## config.mk

```make
export PLATFORM = sky130hd
export DESIGN_NAME = delta_varint_part_framer
export DESIGN_NICKNAME = d
export VERILOG_FILES = /design/src/hdl/dvpf_pkg.sv /design/src/hdl/delta_varint_part_framer.sv /design/src/hdl/dvpf_encode.sv /design/src/hdl/dvpf_serial.sv
export VERILOG_INCLUDE_DIRS = /design/src /design/src/hdl
export SDC_FILE = /design/constraint.sdc
export NUM_CORES = 1
export LEC_CHECK = 0
export BUFFER_PORTS_ARGS = -buffer_cell sky130_fd_sc_hd__buf_2
export CAP_MARGIN = 40
export CORE_ASPECT_RATIO = 0.9
export CORE_MARGIN = 2
export CORE_UTILIZATION = 28
export CTS_CLUSTER_SIZE = 24
export DETAILED_ROUTE_END_ITERATION = 12
export GPL_TIMING_DRIVEN = 0
export MAX_ROUTING_LAYER = met4
export PLACE_DENSITY = 0.51
export SKIP_LAST_GASP = 1
export SLEW_MARGIN = 30
export SYNTH_ARGS = -nofsm -noshare
export SYNTH_HDL_FRONTEND = slang
export SYNTH_SLANG_ARGS = --single-unit
```

## constraint.sdc

```tcl
create_clock -name clk -period 5 [get_ports clk]
set_clock_uncertainty 0.2 [all_clocks]
set_input_delay 1 -clock clk [delete_from_list [all_inputs] [get_ports clk]]
set_output_delay 1 -clock clk [all_outputs]
set_load 0.05 [all_outputs]
```

## src/hdl/delta_varint_part_framer_assert.svh

```systemverilog
// Assertion macros for the delta varint part framer.
// Used by the framer modules; expects clk and rst in scope.
`ifndef DELTA_VARINT_PART_FRAMER_ASSERT_SVH
`define DELTA_VARINT_PART_FRAMER_ASSERT_SVH
`ifndef SYNTHESIS
`define DVPF_ASSERT_IMPL(label, pre, post) \
  label: assert property (@(posedge clk) disable iff (rst) (pre) |-> (post)) \
    else $error("dvpf: same-cycle check failed");
`define DVPF_ASSERT_NEXT(label, pre, post) \
  label: assert property (@(posedge clk) disable iff (rst) (pre) |=> (post)) \
    else $error("dvpf: next-cycle check failed");
`else
`define DVPF_ASSERT_IMPL(label, pre, post)
`define DVPF_ASSERT_NEXT(label, pre, post)
`endif
`endif

```

## src/hdl/dvpf_pkg.sv

```systemverilog
// Shared types and constants for the delta varint part framer.
// No dependencies; used by the top level and dvpf_serial.
package dvpf_pkg;

  localparam int DefLengthBits  = 32;
  localparam int DefHeaderBytes = 5;

  localparam logic [7:0] TERM_BYTE = 8'h00;

  // Request codes carried on req_type
  typedef enum logic [1:0] {
    REQ_START  = 2'd0,
    REQ_DATA   = 2'd1,
    REQ_FINISH = 2'd2
  } req_t;

  // Load command from the input stage into the byte serializer
  typedef struct packed {
    logic valid;
    logic is_header;
    logic is_end;
  } load_t;

endpackage

```

## src/hdl/delta_varint_part_framer.sv

```systemverilog
// Path: a transaction is registered in the input stage, then loaded into the serializer's
// output register. Throughput: one data or finish item per cycle while out_ready stays high;
// a part start holds the output while its 1 to HEADER_BYTES header bytes are sent.
// Reset: synchronous, clears the stored previous length, the finished flag and
// both valid stages; no clearing pass.
// Top level; depends on dvpf_pkg, dvpf_encode, dvpf_serial and the assert header.
`include "delta_varint_part_framer_assert.svh"

module delta_varint_part_framer #(
  parameter int LENGTH_BITS  = dvpf_pkg::DefLengthBits,
  parameter int HEADER_BYTES = dvpf_pkg::DefHeaderBytes
) (
  input  logic        clk,
  input  logic        rst,
  input  logic        in_valid,
  output logic        in_ready,
  input  logic [1:0]  req_type,
  input  logic [31:0] part_length,
  input  logic [7:0]  data_byte,
  output logic        out_valid,
  input  logic        out_ready,
  output logic [7:0]  out_byte,
  output logic        run_last,
  output logic        stream_end
);

  localparam int HDR_W = 7 * HEADER_BYTES;
  localparam int CNT_W = $clog2(HEADER_BYTES + 1);

  // Input stage
  logic                s1_valid;
  dvpf_pkg::req_t      s1_type;
  logic [31:0]         s1_len;
  logic [7:0]          s1_byte;

  // Framing state
  logic [LENGTH_BITS-1:0] previous_length;
  logic                   finished;

  logic                   s1_drop;
  logic                   s1_take;
  logic                   can_load;
  dvpf_pkg::load_t        ld;
  logic [7:0]             ld_byte;
  logic [LENGTH_BITS-1:0] len;
  logic [HDR_W-1:0]       hdr_val;
  logic [CNT_W-1:0]       hdr_bytes;

  assign in_ready = !s1_valid || s1_take;

  always_ff @(posedge clk) begin
    if (rst) begin
      s1_valid <= 1'b0;
    end else if (in_ready) begin
      s1_valid <= in_valid;
      s1_type  <= dvpf_pkg::req_t'(req_type);
      s1_len   <= part_length;
      s1_byte  <= data_byte;
    end
  end

  // Decode the held transaction
  always_comb begin
    ld.is_header = 1'b0;
    ld.is_end    = 1'b0;
    ld_byte      = s1_byte;
    s1_drop      = finished;
    case (s1_type)
      dvpf_pkg::REQ_START: begin
        ld.is_header = 1'b1;
      end
      dvpf_pkg::REQ_DATA: begin
        ld_byte = s1_byte;
      end
      dvpf_pkg::REQ_FINISH: begin
        ld.is_end = 1'b1;
        ld_byte   = dvpf_pkg::TERM_BYTE;
      end
      default: begin
        s1_drop = 1'b1;
      end
    endcase
    ld.valid = s1_valid && !s1_drop && can_load;
  end

  assign s1_take  = s1_valid && (s1_drop || can_load);

  dvpf_encode #(
    .LENGTH_BITS  (LENGTH_BITS),
    .HEADER_BYTES (HEADER_BYTES)
  ) u_encode (
    .prev_length (previous_length),
    .part_length (s1_len),
    .len         (len),
    .hdr_val     (hdr_val),
    .hdr_bytes   (hdr_bytes)
  );

  // Previous length and finished flag update as the header or terminator loads
  always_ff @(posedge clk) begin
    if (rst) begin
      previous_length <= '0;
      finished        <= 1'b0;
    end else if (ld.valid) begin
      if (ld.is_header) begin
        previous_length <= len;
      end
      if (ld.is_end) begin
        finished <= 1'b1;
      end
    end
  end

  dvpf_serial #(
    .HEADER_BYTES (HEADER_BYTES)
  ) u_serial (
    .clk        (clk),
    .rst        (rst),
    .ld         (ld),
    .ld_byte    (ld_byte),
    .ld_val     (hdr_val),
    .ld_bytes   (hdr_bytes),
    .can_load   (can_load),
    .out_valid  (out_valid),
    .out_ready  (out_ready),
    .out_byte   (out_byte),
    .run_last   (run_last),
    .stream_end (stream_end)
  );

  `DVPF_ASSERT_NEXT(a_finished_sticky, finished, finished)
  `DVPF_ASSERT_IMPL(a_no_load_after_finish, ld.valid, !finished)
  `DVPF_ASSERT_NEXT(a_stage_holds, s1_valid && !s1_take, s1_valid && $stable(s1_len))

endmodule

```

## src/hdl/dvpf_encode.sv

```systemverilog
// Header value encoder: raw length or zigzag(delta)+1, plus varint byte count.
// Pure combinational; depends on dvpf_pkg only through the top's parameters.
module dvpf_encode #(
  parameter int LENGTH_BITS  = 32,
  parameter int HEADER_BYTES = 5
) (
  input  logic [LENGTH_BITS-1:0]                  prev_length,
  input  logic [31:0]                             part_length,
  output logic [LENGTH_BITS-1:0]                  len,
  output logic [7*HEADER_BYTES-1:0]               hdr_val,
  output logic [$clog2(HEADER_BYTES+1)-1:0]       hdr_bytes
);

  localparam int VAL_W = LENGTH_BITS + 1;
  localparam int HDR_W = 7 * HEADER_BYTES;
  localparam int CNT_W = $clog2(HEADER_BYTES + 1);

  logic [LENGTH_BITS:0]   up_diff;
  logic [LENGTH_BITS-1:0] down_diff;
  logic [VAL_W-1:0]       val;
  logic [HEADER_BYTES-1:0] nz;

  assign len = LENGTH_BITS'(part_length);

  // Both differences in parallel; the borrow of up_diff gives the sign
  assign up_diff   = {1'b0, len} - {1'b0, prev_length};
  assign down_diff = prev_length - len;

  // zigzag(d)+1 is 2d+1 for d >= 0 and 2|d| for d < 0
  always_comb begin
    if (prev_length == '0) begin
      val = {1'b0, len};
    end else if (up_diff[LENGTH_BITS]) begin
      val = {down_diff, 1'b0};
    end else begin
      val = {up_diff[LENGTH_BITS-1:0], 1'b1};
    end
  end

  // One flag per byte: the first is always set, each other when bits remain above the group below it
  always_comb begin
    nz[0] = 1'b1;
    for (int k = 1; k < HEADER_BYTES; k++) begin
      nz[k] = ((val >> (7 * k)) != '0);
    end
  end

  assign hdr_bytes = CNT_W'($countones(nz));
  assign hdr_val   = HDR_W'(val);

endmodule

```

## src/hdl/dvpf_serial.sv

```systemverilog
// Output result register and varint byte serializer.
// Depends on dvpf_pkg and delta_varint_part_framer_assert.svh.
`include "delta_varint_part_framer_assert.svh"

module dvpf_serial #(
  parameter int HEADER_BYTES = 5
) (
  input  logic                                clk,
  input  logic                                rst,
  input  dvpf_pkg::load_t                     ld,
  input  logic [7:0]                          ld_byte,
  input  logic [7*HEADER_BYTES-1:0]           ld_val,
  input  logic [$clog2(HEADER_BYTES+1)-1:0]   ld_bytes,
  output logic                                can_load,
  output logic                                out_valid,
  input  logic                                out_ready,
  output logic [7:0]                          out_byte,
  output logic                                run_last,
  output logic                                stream_end
);

  localparam int HDR_W  = 7 * HEADER_BYTES;
  localparam int REST_W = HDR_W - 7;
  localparam int CNT_W  = $clog2(HEADER_BYTES + 1);

  logic [REST_W-1:0] rest;
  logic [CNT_W-1:0]  remain;

  // Free when no byte is held, or in the cycle the last byte of the current transaction is taken
  assign can_load = !out_valid || (out_ready && remain == '0);

  always_ff @(posedge clk) begin
    if (rst) begin
      out_valid <= 1'b0;
    end else if (ld.valid) begin
      out_valid  <= 1'b1;
      stream_end <= ld.is_end;
      rest       <= ld_val[HDR_W-1:7];
      if (ld.is_header) begin
        out_byte <= {ld_bytes != CNT_W'(1), ld_val[6:0]};
        run_last <= (ld_bytes == CNT_W'(1));
        remain   <= ld_bytes - CNT_W'(1);
      end else begin
        out_byte <= ld_byte;
        run_last <= 1'b1;
        remain   <= '0;
      end
    end else if (out_valid && out_ready) begin
      if (remain != '0) begin
        // Next header group; continuation bit clear on the final one
        out_byte   <= {remain != CNT_W'(1), rest[6:0]};
        run_last   <= (remain == CNT_W'(1));
        stream_end <= 1'b0;
        rest       <= rest >> 7;
        remain     <= remain - CNT_W'(1);
      end else begin
        out_valid <= 1'b0;
      end
    end
  end

  `DVPF_ASSERT_IMPL(a_load_when_free, ld.valid, can_load)
  `DVPF_ASSERT_IMPL(a_last_matches_count, out_valid, run_last == (remain == '0))
  `DVPF_ASSERT_IMPL(a_cont_bit, out_valid && !run_last, out_byte[7])
  `DVPF_ASSERT_IMPL(a_end_is_term, out_valid && stream_end, run_last && out_byte == dvpf_pkg::TERM_BYTE)

endmodule
```

* Yosys cells after proc, flatten, opt, wreduce, memory -nomap -nowiden *
Index checks and enable logic that the tools add are counted.

word-level totals
  logic and storage cells = 83
  input port bits = 46
  flip-flop bits (word level) = 118

cells by class
  add/subtract/negate cells = 8
  reduce and logical (&&, ||, !) cells = 27
  equal/unequal tests = 7
  muxes and demuxes = 27
  bitwise logic cells = 1

operator list
  cell                                                 count
  nonzero test 33 bit                                  4
  2-to-1 mux 33 bit                                    2
  2-to-1 mux 28 bit                                    2
  2-to-1 mux 8 bit                                     5
  subtractor 32 x 32 -> 33 bit                         1
  zero test 32 bit                                     1
  subtractor 32 bit                                    1
  2-to-1 mux 26 bit                                    1
  2-to-1 mux 1 bit                                     13
  2-to-1 mux 3 bit                                     4
  AND reduction 2 bit                                  4
  equality test 3 x 1 -> 1 bit, second input constant  2
  != test 3 x 1 -> 1 bit, second input constant        2
  subtractor 3 x 1 -> 3 bit, second input constant     2
  logical AND 1 bit                                    5
  nonzero test 2 bit                                   2
  adder 2 x 2 -> 3 bit                                 1
  adder 3 x 1 -> 3 bit                                 1
  zero test 1 bit                                      3
  zero test 3 bit                                      1
  logical OR 1 bit                                     3
  AND reduction 3 bit                                  1
  nonzero test 3 bit                                   1
  OR reduction 3 bit                                   1
  other kinds (7)                                      7

* Logic depth before layout (Yosys ltp) *
Gate-level depths: netlist of the first run.

  depth in word-level cells = 10
  depth in mapped cells = 25

* By module *
From an unflattened synthesis of the first run, not the netlist that was laid out.

second synthesis, totals
  cell total of the unflattened synthesis = 1005
  area, all modules = 9351.5 µm²

modules (own cells, without submodules)
  module                    instances  area an instance (µm²)  seq. area each (µm²)  cells each
  dvpf_encode               1          4473.0                  0.0                   675
  delta_varint_part_framer  1          2864.0                  1941.9                204
  dvpf_serial               1          2014.4                  1251.2                126

* Least setup slack after synthesis of the first run *
OpenSTA, ideal clock, no wires.

  path kind = reg2reg
  start point = register s1_len[0]
  end point = register u_serial.out_byte[7], data pin
  library setup time = 0.253 ns
  period minus slack after synthesis = 5.081 ns
  data required time = 4.547 ns
  slack = -0.081 ns
  arrival = 4.628 ns
  cell stages (with the launch flop) = 26
  buffers on the path = 2
  cell sequence = edfxtp_1 inv_1 ha_1 fa_1 nand3b_1 a21oi_1 o21ai_2 a211oi_4 nor2_2 buf_6 buf_4 o31ai_1 mux2i_1 and3_1 nand4_1 nor4_2 ha_1 fa_1 inv_1 ha_1 inv_1 ha_1 nand2b_1 a21oi_1 a31o_2 nand2_1

between the ends
  cells in the longest elaborated chain, start to end = 10
  elaborated cells on any way between the ends = 15

RTL lines
  item                                                                      RTL line                              source
  start, declared                                                           delta_varint_part_framer.sv:33        logic [31:0] s1_len;
  start signal, assigned                                                    delta_varint_part_framer.sv:57        s1_len <= part_length;
  subtractor 32 x 32 -> 33 bit / subtractor 32 bit (equally long branches)  dvpf_encode.sv:26, dvpf_encode.sv:27
  2-to-1 mux 33 bit (*)                                                     dvpf_encode.sv:33                     end else if (up_diff[LENGTH_BITS]) begin
  2-to-1 mux 33 bit (*)                                                     dvpf_encode.sv:31                     if (prev_length == '0) begin
  nonzero test 33 bit                                                       dvpf_encode.sv:44                     nz[k] = ((val >> (7 * k)) != '0);
  adder 1 x 1 -> 2 bit (not written as such)                                dvpf_encode.sv:48                     assign hdr_bytes = CNT_W'($countones(nz));
  adder 2 x 2 -> 3 bit (not written as such)                                dvpf_encode.sv:48
  adder 3 x 1 -> 3 bit (not written as such) (*)                            dvpf_encode.sv:48
  != test 3 x 1 -> 1 bit (*)                                                dvpf_serial.sv:40                     out_byte <= {ld_bytes != CNT_W'(1), ld_val[6:0]};
  2-to-1 mux 8 bit (*)                                                      dvpf_serial.sv:39                     if (ld.is_header) begin
  2-to-1 mux 8 bit (*)                                                      dvpf_serial.sv:35                     end else if (ld.valid) begin
  end signal, assigned                                                      dvpf_serial.sv:40
  end signal, assigned                                                      dvpf_serial.sv:44                     out_byte <= ld_byte;
  end signal, assigned                                                      dvpf_serial.sv:51                     out_byte <= {remain != CNT_W'(1), rest[6:0]};
  end, declared                                                             dvpf_serial.sv:17                     output logic [7:0] out_byte,

Mark *: on every way between the ends. The rest lies on a longest branch, timed or not.
A chain may end at the register's enable or synchronous reset.

* Final worst setup path of the first run *
  start point = register s1_len[0]
  end point = register u_serial.remain[2], data pin

between the ends
  cells in the longest elaborated chain, start to end = 10
  elaborated cells on any way between the ends = 15

RTL lines
  item                                                                      RTL line                              source
  subtractor 32 x 32 -> 33 bit / subtractor 32 bit (equally long branches)  dvpf_encode.sv:26, dvpf_encode.sv:27
  2-to-1 mux 33 bit (*)                                                     dvpf_encode.sv:33
  2-to-1 mux 33 bit (*)                                                     dvpf_encode.sv:31
  nonzero test 33 bit                                                       dvpf_encode.sv:44
  adder 1 x 1 -> 2 bit (not written as such)                                dvpf_encode.sv:48
  adder 2 x 2 -> 3 bit (not written as such)                                dvpf_encode.sv:48
  adder 3 x 1 -> 3 bit (not written as such) (*)                            dvpf_encode.sv:48
  subtractor 3 x 1 -> 3 bit (*)                                             dvpf_serial.sv:42                     remain <= ld_bytes - CNT_W'(1);
  2-to-1 mux 3 bit (*)                                                      dvpf_serial.sv:39
  2-to-1 mux 3 bit (*)                                                      dvpf_serial.sv:35
  end signal, assigned                                                      dvpf_serial.sv:42
  end signal, assigned                                                      dvpf_serial.sv:55                     remain <= remain - CNT_W'(1);
  end, declared                                                             dvpf_serial.sv:27                     logic [CNT_W-1:0] remain;

Marks and branches as above.

==> results of run 1 <==
-- where the power goes --
group	leakage, nW	switching (mW)	internal, mW
Clock	0.295	0.494	0.803
Combinational	3.13	0.603	0.391
Sequential	1.06	0.0313	1.09
-- logic make-up (layout without fill, tap and decap cells) --
logic type,Yosys count,after routing,synth area share
and+or+nand+nor,357,357,0.1880
muxes,13,13,0.01497
AOI/OAI and AO/OA,321,321,0.2402
DFF,116,116,0.3569
adders and majority gates,73,73,0.1066
xor gates and xnor gates,20,20,0.01996
buffers and inverters,146,323,0.07327
-- registers in the layout, summed over array words and instances (netlist names) --
signal and count:
finished 1, previous_length 32, s1_byte 8, s1_len 32, s1_type 2, s1_valid 1
u_serial.out_byte 8, u_serial.out_valid 1, u_serial.remain 3, u_serial.rest 26, u_serial.run_last 1, u_serial.stream_end 1
-- final timing paths --
kind / start / to / slack [ns] / cells past startpoint
worst min-delay path: previous_length[31]$_SDFFE_PP0P_ / previous_length[31]$_SDFFE_PP0P_ / 0.27 / 2
worst min register to register: previous_length[31]$_SDFFE_PP0P_ / previous_length[31]$_SDFFE_PP0P_ / 0.27 / 2
worst max register to register: s1_len[0]$_DFFE_PP_ / u_serial.remain[2]$_DFFE_PP_ / -0.43 / 24
worst max-delay path: s1_len[0]$_DFFE_PP_ / u_serial.remain[2]$_DFFE_PP_ / -0.43 / 24
-- placed cells by master (no fill, tap or decap), types with 7 or more instances in the layout --
cell type	n
sky130_fd_sc_hd__a221oi_1	9
sky130_fd_sc_hd__xnor2_1	7
sky130_fd_sc_hd__nand2_1	150
sky130_fd_sc_hd__mux2i_1	10
sky130_fd_sc_hd__nand2b_1	9
sky130_fd_sc_hd__clkbuf_16	17
sky130_fd_sc_hd__a21oi_2	17
sky130_fd_sc_hd__nand3_1	16
sky130_fd_sc_hd__xor2_1	11
sky130_fd_sc_hd__inv_1	81
sky130_fd_sc_hd__o211ai_1	12
sky130_fd_sc_hd__edfxtp_1	81
sky130_fd_sc_hd__ha_1	65
sky130_fd_sc_hd__clkbuf_1	26
sky130_fd_sc_hd__a21o_1	19
sky130_fd_sc_hd__nor4_1	9
sky130_fd_sc_hd__o21ai_0	61
sky130_fd_sc_hd__buf_4	90
sky130_fd_sc_hd__buf_6	9
sky130_fd_sc_hd__o31ai_1	8
sky130_fd_sc_hd__nor2_1	80
sky130_fd_sc_hd__dfxtp_1	31
sky130_fd_sc_hd__nor3_1	11
sky130_fd_sc_hd__buf_2	71
sky130_fd_sc_hd__nand4_1	19
sky130_fd_sc_hd__a21oi_1	101
sky130_fd_sc_hd__o21ai_1	7
sky130_fd_sc_hd__and2_1	9
sky130_fd_sc_hd__a211oi_1	10
-- critical path, delay by kind of cell, from the launching register on --
family / cells / cell delay [ns]
xor+xnor: 2 / 0.26
compound gates: 6 / 1.46
fa+ha+maj: 6 / 1.46
buf+inv: 5 / 0.47
mux: 1 / 0.30
flops: 1 / 0.38
simple gates: 4 / 0.65
-- cell type report --
class                           instances  share of cell area
Inverter                               85             0.02804
Timing Repair Buffer                  145             0.09035
Clock inverter                         13             0.01495
Buffer                                 61             0.03263
Tap cell                              409             0.04463
Sequential cell                       116              0.2737
Clock buffer                           19             0.03863
Multi-Input combinational cell        784              0.4771
-- repair_timing --
| item | CTS | global route |
|---|---|---|
| pin swaps | 33 | 22 |
| setup buffers | 61 | 20 |
| endpoints found under the setup margin | 5 | 5 |
| resized for setup | 77 | 30 |
| cloned | 1 | 0 |
-- per-layer routing --
metal | wire length [µm] | share of wire | up-vias | GRT usage
li1 | - | - | 4076 | -
met1 | 15590 | 0.49 | 4026 | 0.2831
met2 | 13690 | 0.43 | 237 | 0.3023
met3 | 1800 | 0.057 | 45 | 0.04039
met4 | 683 | 0.022 | 0 | 0.06067
met5 | 0 | 0 | - | -
-- per-stage QoR --
step	TNS, ns	power (mW)	instances
6_report	-1.444	3.407	1632
5_1_grt	-2.025	3.563	1632
3_3_place_gp	-98.72	1.916	1511
2_1_floorplan	0	1.657	1046
3_5_place_dp	-4.426	1.930	1518
4_1_cts	-0.9349	3.387	1612
==> metrics.csv, run 1 <==
stage,metric,value,unit
cts,number of H-tree levels,4,
sta,measured slew at the worst slew-check pin,0.8427,ns
setup_path,data arrival time of the worst path,5.41,ns
detailed_routing,vias per std cell,5.137,
global_routing,wire length of the first global-routing pass,48650,µm
yosys,summed instance area of the synthesized netlist,8777,µm²
pwr,power density cells,297.2,nW/µm²
setup_path,cells along the critical path,inv_2 > ha_4 > fa_2 > buf_4 > nor2b_1 > o2111ai_1 > a21o_1 > a211oi_1 > o31ai_1 > a32oi_1 > xor2_1 > mux2i_2 > nand4_2 > nor4_2 > ha_1 > fa_2 > inv_2 > ha_4 > inv_4 > buf_4 > ha_4 > xor2_1 > nand3_1 > o21ai_1,
yosys,library cell with the largest summed area after synthesis,sky130_fd_sc_hd__edfxtp_1,
yosys,distinct cell type count of the synthesized netlist,77,
yosys,syn_nets,1165,
sta,highest achievable clock rate,184.1,MHz
global_routing,pin count of the biggest net entering global routing,21,
yosys,leading post-synthesis cells by cell area,"sky130_fd_sc_hd__edfxtp_1 28%, sky130_fd_sc_hd__ha_1 10%, sky130_fd_sc_hd__dfxtp_1 8.0%",
sta,final worst-path setup slack,-0.4329,ns
pwr,leakage component of the power,4.487,nW
cts,total number of clock tree sinks,116,
cts,clock insertion delay at the later pin of the skew report,0.45,ns
detailed_routing,TritonRoute pass-1 iters,5,
global_routing,GRT Total Usage,0.2049,
yosys,Mapped Cells,1046,
cts,clock-pin slew of the registers on the worst-case setup and hold paths,0.06,ns
run_status,outcome,"complete, but fails checks",
floorplan,Floorplan Core Area,30910,µm²
detailed_routing,DR WL/cell,19.46,µm
run_status,violations in the final reports,setup timing,
setup_path,startpoint types,flip-flop,
sta,final setup violating endpoints,4,
place,count of input and output buffers,56,
sta,Final min period,5.433,ns
hold_path,Min-Delay Path Class,reg -> reg,
sta,final hold violation count,0,
setup_path,"Max FO, Critical Path",3,
final_layout,diode count,0,
sta,worst rel slew slack,0.4382,
yosys,count of flip-flops with a built-in enable after synthesis,81,
cts,clock buffer count from CTS,17,
final_layout,utilization after layout,0.3709,
floorplan,x dimension of the die,190.6,µm
final_layout,multi-input logic area,5470,µm²
setup_path,critical setup path kind,reg -> reg,
final_layout,layout cell share with drive strength beyond 1,0.2666,
global_routing,via count of the first global-routing pass,8120,
sta,RSZ-0062 raised after global routing,yes,
final_layout,area of all placed cells without fillers,11470,µm²
place,half-perimeter wire length after detailed placement,24280,µm
floorplan,height of the die,172.0,µm
yosys,top_reg_cell synth,sky130_fd_sc_hd__edfxtp_1,
cts,count of hold-fix buffers inserted at cts,0,
detailed_routing,detailed-route DRC error count,0,
detailed_routing,routed wire length,31760,µm
yosys,portion of synthesized cell area occupied by the leading cell type,0.2771,
place,worst slack at placement,-1.083,ns
job,Max Cap Viol,0,
floorplan,area of the die,32780,µm²
global_routing,number of antenna violations at the first check in global routing,0,
floorplan,Top Ports,58,
setup_path,Critical Path End Type,flip-flop,
cts,clock tree root driver cell,sky130_fd_sc_hd__clkbuf_16,
setup_path,required time at the endpoint of the critical path,4.98,ns
final_layout,Synth-to-Final Area Change,30.63,%
detailed_routing,first-iteration detailed-routing DRC count,629,
yosys,most numerous cell in the Yosys netlist,sky130_fd_sc_hd__nand2_1,
yosys,number of storage elements in the synthesis netlist,116,
setup_path,stage delay of the slowest cell on the critical path,0.52,ns
place,standard cell area after detailed placement,9732,µm²
floorplan,# rows,61,
final_layout,area occupied by registers,3138,µm²
sta,Worst Hold Margin,0.2701,ns
setup_path,Worst path most repeated cell,sky130_fd_sc_hd__ha_4,
setup_path,cell at the slowest stage of the critical path,sky130_fd_sc_hd__a211oi_1,
sta,portion of the clock cycle consumed by the worst path in the final layout,1.087,
cts,CTS tree,built,
yosys,mean cell area of the mapped netlist,8.391,µm²
final_layout,Fill cells,3241,
global_routing,remaining global-route overflow,0,
yosys,"top cells by count, synth","151 x sky130_fd_sc_hd__nand2_1, 117 x sky130_fd_sc_hd__a21oi_1, 85 x sky130_fd_sc_hd__inv_1",
yosys,count of synthesis-stage warnings from yosys,0,
detailed_routing,post-detailed-route count of antenna-violating nets,0,
yosys,post-synthesis sequential area ratio,0.3569,
pwr,worst vdd rail ir drop,251.1,µV
floorplan,Initial Utilization,0.2840,
place,routability-driven placement congestion ratio,0.9414,
sta,max-slew violation count,0,
cts,maximum buffer depth of the clock tree,2,
detailed_routing,total vias in the final route,8384,
final_layout,nets,1329,
yosys,"FFs w/ async S/R, synth",0,
Power figures use the tool's default switching activity.
==> run 2: changes to the inputs <==
Settings changed: PLACE_DENSITY 0.51 to 0.49.
Clock period 5 ns to 6.16 ns, I/O delays scaled along.
==> run 2 against run 1 <==
Against the previous run: the run now ends clean; design area is 9.1% lower; routed wire length is 3.3% lower; clock power is 23% lower; register-to-register slack better by 0.71 ns; cell count is 4.8% lower; first-iteration DRC count is 6.8% higher; clock-buffer cell count is 1 lower; sequential share of layout area is 2.7 points higher; non-clock buffer count is 78 lower; total power is 24% lower; maximum frequency is 7.6% lower; sequential power is 18% lower; critical endpoint is now u_serial.out_byte[7]$_DFFE_PP_; largest cell class unchanged; highest routed layer unchanged.
==> metrics.csv, run 2 (synthesis gave the netlist of run 1 again) <==
stage,metric,value,unit,change
run_status,outcome,"complete, no violations",,
cts,maximum buffer depth of the clock tree,2,,unchanged
final_layout,top flop regs,"previous_length: 32 flops, s1_len: 32 flops, u_serial.rest: 26 flops",,
place,count of input and output buffers,56,,unchanged
job,Max Cap Viol,0,,unchanged
sta,portion of the clock cycle consumed by the worst path in the final layout,0.9547,,-0.1319
pwr,power density cells,247.3,nW/µm²,-17%
sta,Final min period,5.881,ns,+0.4478 ns
final_layout,area of all placed cells without fillers,10420,µm²,-9.1%
place,standard cell area after detailed placement,9704,µm²,-0.28%
sta,Worst Hold Margin,0.2697,ns,-0.0003840 ns
detailed_routing,detailed-route DRC error count,0,,unchanged
place,total instance count after detailed placement,1517,,-0.066%
pwr,worst vdd rail ir drop,198.5,µV,-21%
pwr,portion of total power attributed to sequential cells,0.355,,+0.027
place,half-perimeter wire length after detailed placement,24430,µm,+0.60%
setup_path,required time at the endpoint of the critical path,6.15,ns,+1.17 ns
final_layout,Final Non-Filler Cells,1554,,-4.8%
sta,final setup violating endpoints,0,,-4
pwr,combinational share of power,0.257,,-0.035
detailed_routing,vias per std cell,5.121,,-0.32%
cts,clock tree root driver cell,sky130_fd_sc_hd__clkbuf_16,,
final_layout,utilization after layout,0.3371,,-0.03388
cts,clock insertion delay at the later pin of the skew report,0.44,ns,about the same
detailed_routing,first-iteration detailed-routing DRC count,672,,+6.8%
global_routing,GRT Total Usage,0.1990,,-0.005925
cts,CTS tree,built,,
floorplan,Top Ports,58,,unchanged
global_routing,via count of the first global-routing pass,7853,,-3.3%
setup_path,critical setup path kind,reg -> reg,,
final_layout,Fill cells,3272,,+0.96%
hold_path,number of stages on the worst hold path,2,,unchanged
floorplan,# rows,61,,unchanged
global_routing,pin count of the biggest net entering global routing,21,,unchanged
setup_path,data arrival time of the worst path,5.87,ns,+0.46 ns
sta,measured slew at the worst slew-check pin,0.7877,ns,-0.05506 ns
pwr,Internal Pwr Total,1.714,mW,-25%
detailed_routing,total vias in the final route,7958,,-5.1%
final_layout,most frequent standard cell in the layout excluding fill and tap cells,sky130_fd_sc_hd__nand2_1,,
setup_path,startpoint types,flip-flop,,
setup_path,worst reg2reg path endpoint,u_serial.out_byte[7]$_DFFE_PP_,,
final_layout,diode count,0,,unchanged
detailed_routing,DR WL/cell,19.76,µm,+1.5%
floorplan,Initial Utilization,0.2840,,unchanged
sta,final hold violation count,0,,unchanged
cts,clock buffer count from CTS,17,,unchanged
detailed_routing,post-detailed-route count of antenna-violating nets,0,,unchanged
final_layout,layout cell share with drive strength beyond 1,0.1651,,-0.1015
hold_path,Min-Delay Path Class,reg -> reg,,
sta,worst rel slew slack,0.4700,,+0.03187
sta,max-slew violation count,0,,unchanged
cts,number of H-tree levels,4,,unchanged
setup_path,worst reg2reg path startpoint,s1_len[17]$_DFFE_PP_,,
cts,total number of clock tree sinks,116,,unchanged
final_layout,nets,1251,,-5.9%
detailed_routing,TritonRoute pass-1 iters,5,,unchanged
cts,clock-pin slew of the registers on the worst-case setup and hold paths,0.06,ns,about the same
place,routability-driven placement congestion ratio,0.9518,,+1.1%
pwr,leakage component of the power,3.999,nW,-11%
setup_path,number of cells on the worst reg-to-reg path,23,,-4.2%
final_layout,"leading cell types in the layout, fill and taps excluded","151 x sky130_fd_sc_hd__nand2_1, 116 x sky130_fd_sc_hd__a21oi_1, 85 x sky130_fd_sc_hd__inv_1",,
setup_path,"Max FO, Critical Path",10,,+7
final_layout,Synth-to-Final Area Change,18.70,%,
pwr,net switching power figure,0.8634,mW,-23%
sta,highest achievable clock rate,170.0,MHz,-7.6%
pwr,clock power share,0.388,,+0.008
floorplan,height of the die,172.0,µm,unchanged
pwr,switch share,0.3350,,+0.004022
floorplan,Floorplan Core Area,30910,µm²,unchanged
hold_path,hold worst-path end,finished$_SDFFE_PP0P_,,
floorplan,area of the die,32780,µm²,unchanged
global_routing,wire length of the first global-routing pass,47230,µm,-2.9%
global_routing,remaining global-route overflow,0,,unchanged
global_routing,number of antenna violations at the first check in global routing,1,,+1
detailed_routing,routed wire length,30710,µm,-3.3%
setup_path,setup slack of the worst register-to-register path,0.28,ns,+0.71 ns
sta,RSZ-0062 raised after global routing,no,,
setup_path,Critical Path End Type,flip-flop,,
hold_path,startpoint of the most critical hold path,finished$_SDFFE_PP0P_,,
floorplan,x dimension of the die,190.6,µm,unchanged
==> run 2: per-layer routing <==
| metal | vias to the layer above | global-route usage | share of wire |
|---|---|---|---|
| met2 | 232 | 0.2923 | 0.43 |
| met5 | - | - | 0 |
| li1 | 3915 | - | - |
| met4 | 0 | 0.06033 | 0.016 |
| met1 | 3790 | 0.2777 | 0.49 |
| met3 | 21 | 0.03572 | 0.063 |
==> run 2: worst max path at each step <==
stage,start,endpoint,slack [ns],cells past startpoint
floorplan,s1_len[0]$_DFFE_PP_,u_serial.out_byte[7]$_DFFE_PP_,1.08,25
global placement,rst,u_serial.rest[10]$_DFFE_PP_,-0.81,2
detailed placement,s1_len[0]$_DFFE_PP_,u_serial.out_byte[7]$_DFFE_PP_,-0.18,24
CTS,s1_len[0]$_DFFE_PP_,u_serial.out_byte[7]$_DFFE_PP_,0.02,24
global route,s1_len[0]$_DFFE_PP_,u_serial.out_byte[7]$_DFFE_PP_,0.002,24
finish,s1_len[17]$_DFFE_PP_,u_serial.out_byte[7]$_DFFE_PP_,0.28,23
==> run 2: through the flow <==
| step | worst slack, ns | total power, mW | setup TNS (ns) |
|---|---|---|---|
| 6_report | 0.2793 | 2.577 | 0 |
| 5_1_grt | 0.001529 | 2.697 | 0 |
| 4_1_cts | 0.02040 | 2.584 | 0 |
| 3_5_place_dp | -0.1830 | 1.567 | -0.4152 |
| 3_3_place_gp | -0.8074 | 1.556 | -31.76 |
| 2_1_floorplan | 1.079 | 1.342 | 0 |
==> run 2: timing repair <==
item	in CTS	in global routing
pin swaps	1	2
endpoints found under the hold margin	0	0
setup endpoints to repair	4	4
setup buffers	2	3
hold buffers	0	0
resized for setup	1	18
==> run 2: worst max-delay path, stage by stage, from the launching register on <==
cell                        delay (ns)
sky130_fd_sc_hd__edfxtp_1         0.55
sky130_fd_sc_hd__ha_1             0.35
sky130_fd_sc_hd__buf_4            0.17
sky130_fd_sc_hd__a21oi_2          0.09
sky130_fd_sc_hd__o21ai_0          0.44
sky130_fd_sc_hd__a22oi_2          0.15
sky130_fd_sc_hd__nand2_2          0.26
sky130_fd_sc_hd__buf_2            0.32
sky130_fd_sc_hd__nor3_1           0.09
sky130_fd_sc_hd__a21oi_1          0.40
sky130_fd_sc_hd__xor2_1           0.15
sky130_fd_sc_hd__o32ai_1          0.34
sky130_fd_sc_hd__o2111ai_2        0.22
sky130_fd_sc_hd__nor4_2           0.30
sky130_fd_sc_hd__ha_1             0.29
sky130_fd_sc_hd__fa_1             0.43
sky130_fd_sc_hd__inv_1            0.07
sky130_fd_sc_hd__ha_1             0.22
sky130_fd_sc_hd__inv_1            0.08
sky130_fd_sc_hd__ha_1             0.14
sky130_fd_sc_hd__nand2b_1         0.05
sky130_fd_sc_hd__a21oi_1          0.17
sky130_fd_sc_hd__a31o_2           0.13
sky130_fd_sc_hd__nand2_1          0.04
==> run 2: power by group through the flow <==
| stage | sequential [mW] | clock [mW] | combinational [mW] |
|---|---|---|---|
| CTS | 0.914 | 1.03 | 0.641 |
| floorplan | 0.931 | 0 | 0.412 |
| finish | 0.914 | 1.00 | 0.662 |
| global placement | 0.933 | 0 | 0.622 |
| global route | 0.919 | 1.06 | 0.723 |
| detailed placement | 0.930 | 0 | 0.637 |
==> run 2: area by class of cell <==
| type | count | area [µm²] | share of cell area |
|---|---|---|---|
| inverters | 85 | 319.1 | 0.03062 |
| clock buffers | 18 | 439.2 | 0.04215 |
| repair buffers | 67 | 421.7 | 0.04047 |
| flip-flops and latches | 116 | 3133 | 0.3007 |
| multi-input cells | 784 | 5119 | 0.4913 |
| plain buffers | 61 | 326.6 | 0.03134 |
| well taps | 409 | 511.7 | 0.04912 |
| clock inverters | 14 | 148.9 | 0.01429 |
==> run 3: changes to the inputs <==
Settings changed: SYNTH_HIERARCHICAL set to 1.
==> run 3 against run 2 <==
Against the previous run: first-iteration DRC count fell by 16%; largest cell class unchanged; routed wire length is 3.8% lower; clock power hardly changed; cell count down 1.8%; largest power group unchanged; hold slack lost 0.0083 ns.
==> metrics.csv, run 3 <==
stage,metric,value,unit,change
detailed_routing,first-iteration detailed-routing DRC count,565,,-16%
detailed_routing,DR WL/cell,19.35,µm,-2.1%
yosys,count of flip-flops with a built-in enable after synthesis,83,,+2.5%
global_routing,GR Util met3,0.03060,,-0.005125
floorplan,area of the die,34880,µm²,+6.4%
setup_path,number of cells on the worst reg-to-reg path,25,,+8.7%
yosys,count of synthesis-stage warnings from yosys,6,,+6
cts,clock buffer count from CTS,17,,unchanged
final_layout,nets,1209,,-3.4%
yosys,library cell with the largest summed area after synthesis,sky130_fd_sc_hd__edfxtp_1,,
global_routing,via count of the first global-routing pass,7448,,-5.2%
sta,setup TNS,0,ns,unchanged
setup_path,critical setup path kind,reg -> reg,,
hold_path,Min-Delay Path Class,reg -> reg,,
floorplan,x dimension of the die,196.6,µm,+3.2%
place,count of input and output buffers,57,,+1.8%
place,total instance count after detailed placement,1489,,-1.8%
final_layout,most frequent standard cell in the layout excluding fill and tap cells,sky130_fd_sc_hd__a21oi_1,,
detailed_routing,detailed-route DRC error count,0,,unchanged
cts,clock tree root driver cell,sky130_fd_sc_hd__clkbuf_16,,
setup_path,Critical path buffers and inverters,6,,+2
cts,CTS tree,built,,
setup_path,critical path depth in cells,25,,+8.7%
setup_path,data arrival time of the worst path,5.85,ns,-0.02 ns
place,half-perimeter wire length after detailed placement,23810,µm,-2.5%
sta,portion of the clock cycle consumed by the worst path in the final layout,0.9507,,-0.003948
cts,maximum buffer depth of the clock tree,2,,unchanged
floorplan,Floorplan Core Area,32950,µm²,+6.6%
global_routing,number of antenna violations at the first check in global routing,0,,-1
detailed_routing,routed wire length,29530,µm,-3.8%
floorplan,height of the die,177.4,µm,+3.1%
place,routability-driven placement congestion ratio,0.9179,,-3.6%
yosys,most numerous cell in the Yosys netlist,sky130_fd_sc_hd__a21oi_1,,
setup_path,setup slack of the worst register-to-register path,0.30,ns,+0.02 ns
yosys,summed instance area of the synthesized netlist,9351,µm²,+6.5%
global_routing,GRT Total Usage,0.1791,,-0.01985
detailed_routing,post-detailed-route count of antenna-violating nets,0,,unchanged
sta,final hold violation count,0,,unchanged
global_routing,grt met2 use,0.2816,,-0.01071
floorplan,# rows,63,,+3.3%
final_layout,"leading cell types in the layout, fill and taps excluded","110 x sky130_fd_sc_hd__a21oi_1, 83 x sky130_fd_sc_hd__inv_1, 83 x sky130_fd_sc_hd__edfxtp_1",,
pwr,power density cells,241.0,nW/µm²,-2.5%
final_layout,Fill cells,3455,,+5.6%
yosys,number of storage elements in the synthesis netlist,118,,+1.7%
job,Max Cap Viol,0,,unchanged
sta,final setup violating endpoints,0,,unchanged
yosys,portion of synthesized cell area occupied by the leading cell type,0.2665,,-0.01060
global_routing,met1 layer usage reported by global route,0.2383,,-0.03932
pwr,worst vdd rail ir drop,204.4,µV,+3.0%
yosys,mean cell area of the mapped netlist,9.305,µm²,+11%
cts,clock-pin slew of the registers on the worst-case setup and hold paths,0.06,ns,about the same
sta,highest achievable clock rate,170.8,MHz,+0.42%
yosys,distinct cell type count of the synthesized netlist,78,,+1.3%
yosys,post-synthesis sequential area ratio,0.3415,,-0.01550
final_layout,top flop regs,"previous_length: 32 flops, s1_len: 32 flops, u_serial/rest: 28 flops",,
sta,worst rel slew slack,0.4259,,-0.04415
run_status,outcome,"complete, no violations",,
setup_path,stage delay of the slowest cell on the critical path,0.42,ns,-0.13 ns
setup_path,"Max FO, Critical Path",10,,unchanged
global_routing,wire length of the first global-routing pass,45240,µm,-4.2%
sta,max-slew violation count,0,,unchanged
final_layout,Final Non-Filler Cells,1526,,-1.8%
yosys,leading post-synthesis cells by cell area,"sky130_fd_sc_hd__edfxtp_1 27%, sky130_fd_sc_hd__ha_1 9.4%, sky130_fd_sc_hd__dfxtp_1 7.5%",,
setup_path,cell at the slowest stage of the critical path,sky130_fd_sc_hd__fa_1,,
sta,Final min period,5.856,ns,-0.02432 ns
setup_path,startpoint types,flip-flop,,
yosys,Mapped Cells,1005,,-3.9%
final_layout,Synth-to-Final Area Change,17.89,%,
floorplan,Top Ports,58,,unchanged
detailed_routing,vias per std cell,4.946,,-3.4%
setup_path,Critical Path End Type,flip-flop,,
detailed_routing,TritonRoute pass-1 iters,5,,unchanged
cts,clock insertion delay at the later pin of the skew report,0.44,ns,about the same
global_routing,pin count of the biggest net entering global routing,21,,unchanged
global_routing,routing layer with the top usage in global route,met2,,
pwr,leakage component of the power,4.310,nW,+7.8%
setup_path,Worst path top cell family by delay,simple AND/OR/NAND/NOR gates,,
setup_path,required time at the endpoint of the critical path,6.15,ns,about the same
setup_path,Worst path most repeated cell,sky130_fd_sc_hd__ha_1,,
pwr,Final Power,2.657,mW,+3.1%
yosys,top_reg_cell synth,sky130_fd_sc_hd__edfxtp_1,,
final_layout,layout cell share with drive strength beyond 1,0.2022,,+0.03711
yosys,"FFs w/ async S/R, synth",0,,unchanged
yosys,"top cells by count, synth","113 x sky130_fd_sc_hd__a21oi_1, 83 x sky130_fd_sc_hd__edfxtp_1, 83 x sky130_fd_sc_hd__inv_1",,
cts,number of H-tree levels,4,,unchanged
global_routing,remaining global-route overflow,0,,unchanged
cts,count of hold-fix buffers inserted at cts,0,,unchanged
detailed_routing,total vias in the final route,7547,,-5.2%
hold_path,number of stages on the worst hold path,2,,unchanged
cts,total number of clock tree sinks,118,,+1.7%
floorplan,Initial Utilization,0.2838,,about the same
sta,measured slew at the worst slew-check pin,0.8548,ns,+0.06706 ns
## run 3: changes by cell type after synthesis, moves of 9 or more
| cell | previous run | this run |
|---|---|---|
| sky130_fd_sc_hd__nand4_1 | 19 | 10 |
| sky130_fd_sc_hd__nand2_1 | 151 | 58 |
| sky130_fd_sc_hd__buf_4 | 14 | 38 |
| sky130_fd_sc_hd__a21o_1 | 19 | 10 |
| sky130_fd_sc_hd__and2_1 | 9 | 19 |
| sky130_fd_sc_hd__mux2_4 | 0 | 21 |
| sky130_fd_sc_hd__nor2_1 | 84 | 62 |
| sky130_fd_sc_hd__nand2b_1 | 11 | 71 |
| sky130_fd_sc_hd__mux2i_1 | 12 | 57 |
| sky130_fd_sc_hd__o21ai_0 | 65 | 36 |
| sky130_fd_sc_hd__xnor2_1 | 8 | 20 |
## run 3: tightest hold or removal path, cell delays in order (launching register included)
cell and delay (ns):
sky130_fd_sc_hd__dfxtp_1 0.31, sky130_fd_sc_hd__a41oi_1 0.04, sky130_fd_sc_hd__nor2_1 0.07
## run 3: repair_timing
action / in CTS / in global routing
pin swaps: 0 / 3
resized for setup: 5 / 21
setup endpoints to repair: 4 / 4
hold endpoints to repair: 0 / 0
buffers inserted: 0 / 6
## run 3: metrics by stage
stage                     setup WS (ns)  cell area, µm²  hold slack (ns)    util
after detailed placement        -0.1577           10290           0.2519  0.3124
after CTS                       0.06596           10900           0.2649  0.3309
after floorplan                   1.021            9355           0.2313       -
final                            0.3036           11020           0.2614  0.3346
after global routing          -0.008232           11020           0.3243  0.3345
after global placement          -0.1994           10170           0.2423  0.3086
## run 3: cell type report
class,count,area [µm²],share of cell area
well taps,422,528.0,0.04789
inverters,83,311.5,0.02826
clock buffers,17,425.4,0.03859
multi-input cells,724,5393,0.4892
diodes,1,2.502,0.0002270
clock inverters,15,167.7,0.01521
flip-flops and latches,118,3194,0.2898
repair buffers,67,440.4,0.03995
plain buffers,79,561.8,0.05096
## run 3: cells by family after synthesis
group / count (synthesis) / share of synthesized area
AOI/OAI and AO/OA: 257 / 0.1774
DFF: 118 / 0.3415
buffers and inverters: 164 / 0.09366
and+or+nand+nor: 285 / 0.1648
other: 1 / 0.0004010
xor gates and xnor gates: 28 / 0.02622
muxes: 79 / 0.09593
adders and majority gates: 73 / 0.1001
## run 3: layer usage
metal,share of wire,vias up,wire length (µm)
li1,-,3701,-
met1,0.48,3614,14040
met2,0.46,203,13620
met3,0.047,29,1380
met4,0.016,0,487
met5,0,-,0
## run 3: power breakdown
group | switching, mW | internal (mW)
logic | 0.440 | 0.271
registers | 0.0315 | 0.895
clock network | 0.417 | 0.603
total | 0.888 | 1.77
## run 3: path summary, 6_finish.rpt
| check | startpoint | end |
|---|---|---|
| worst max register to register | s1_len[17]$_DFFE_PP_ | u_serial/out_byte[7]$_DFFE_PP_ |
| worst min register to register | finished$_SDFFE_PP0P_ | finished$_SDFFE_PP0P_ |
| worst max-delay path | s1_len[17]$_DFFE_PP_ | u_serial/out_byte[7]$_DFFE_PP_ |
| worst min-delay path | finished$_SDFFE_PP0P_ | finished$_SDFFE_PP0P_ |
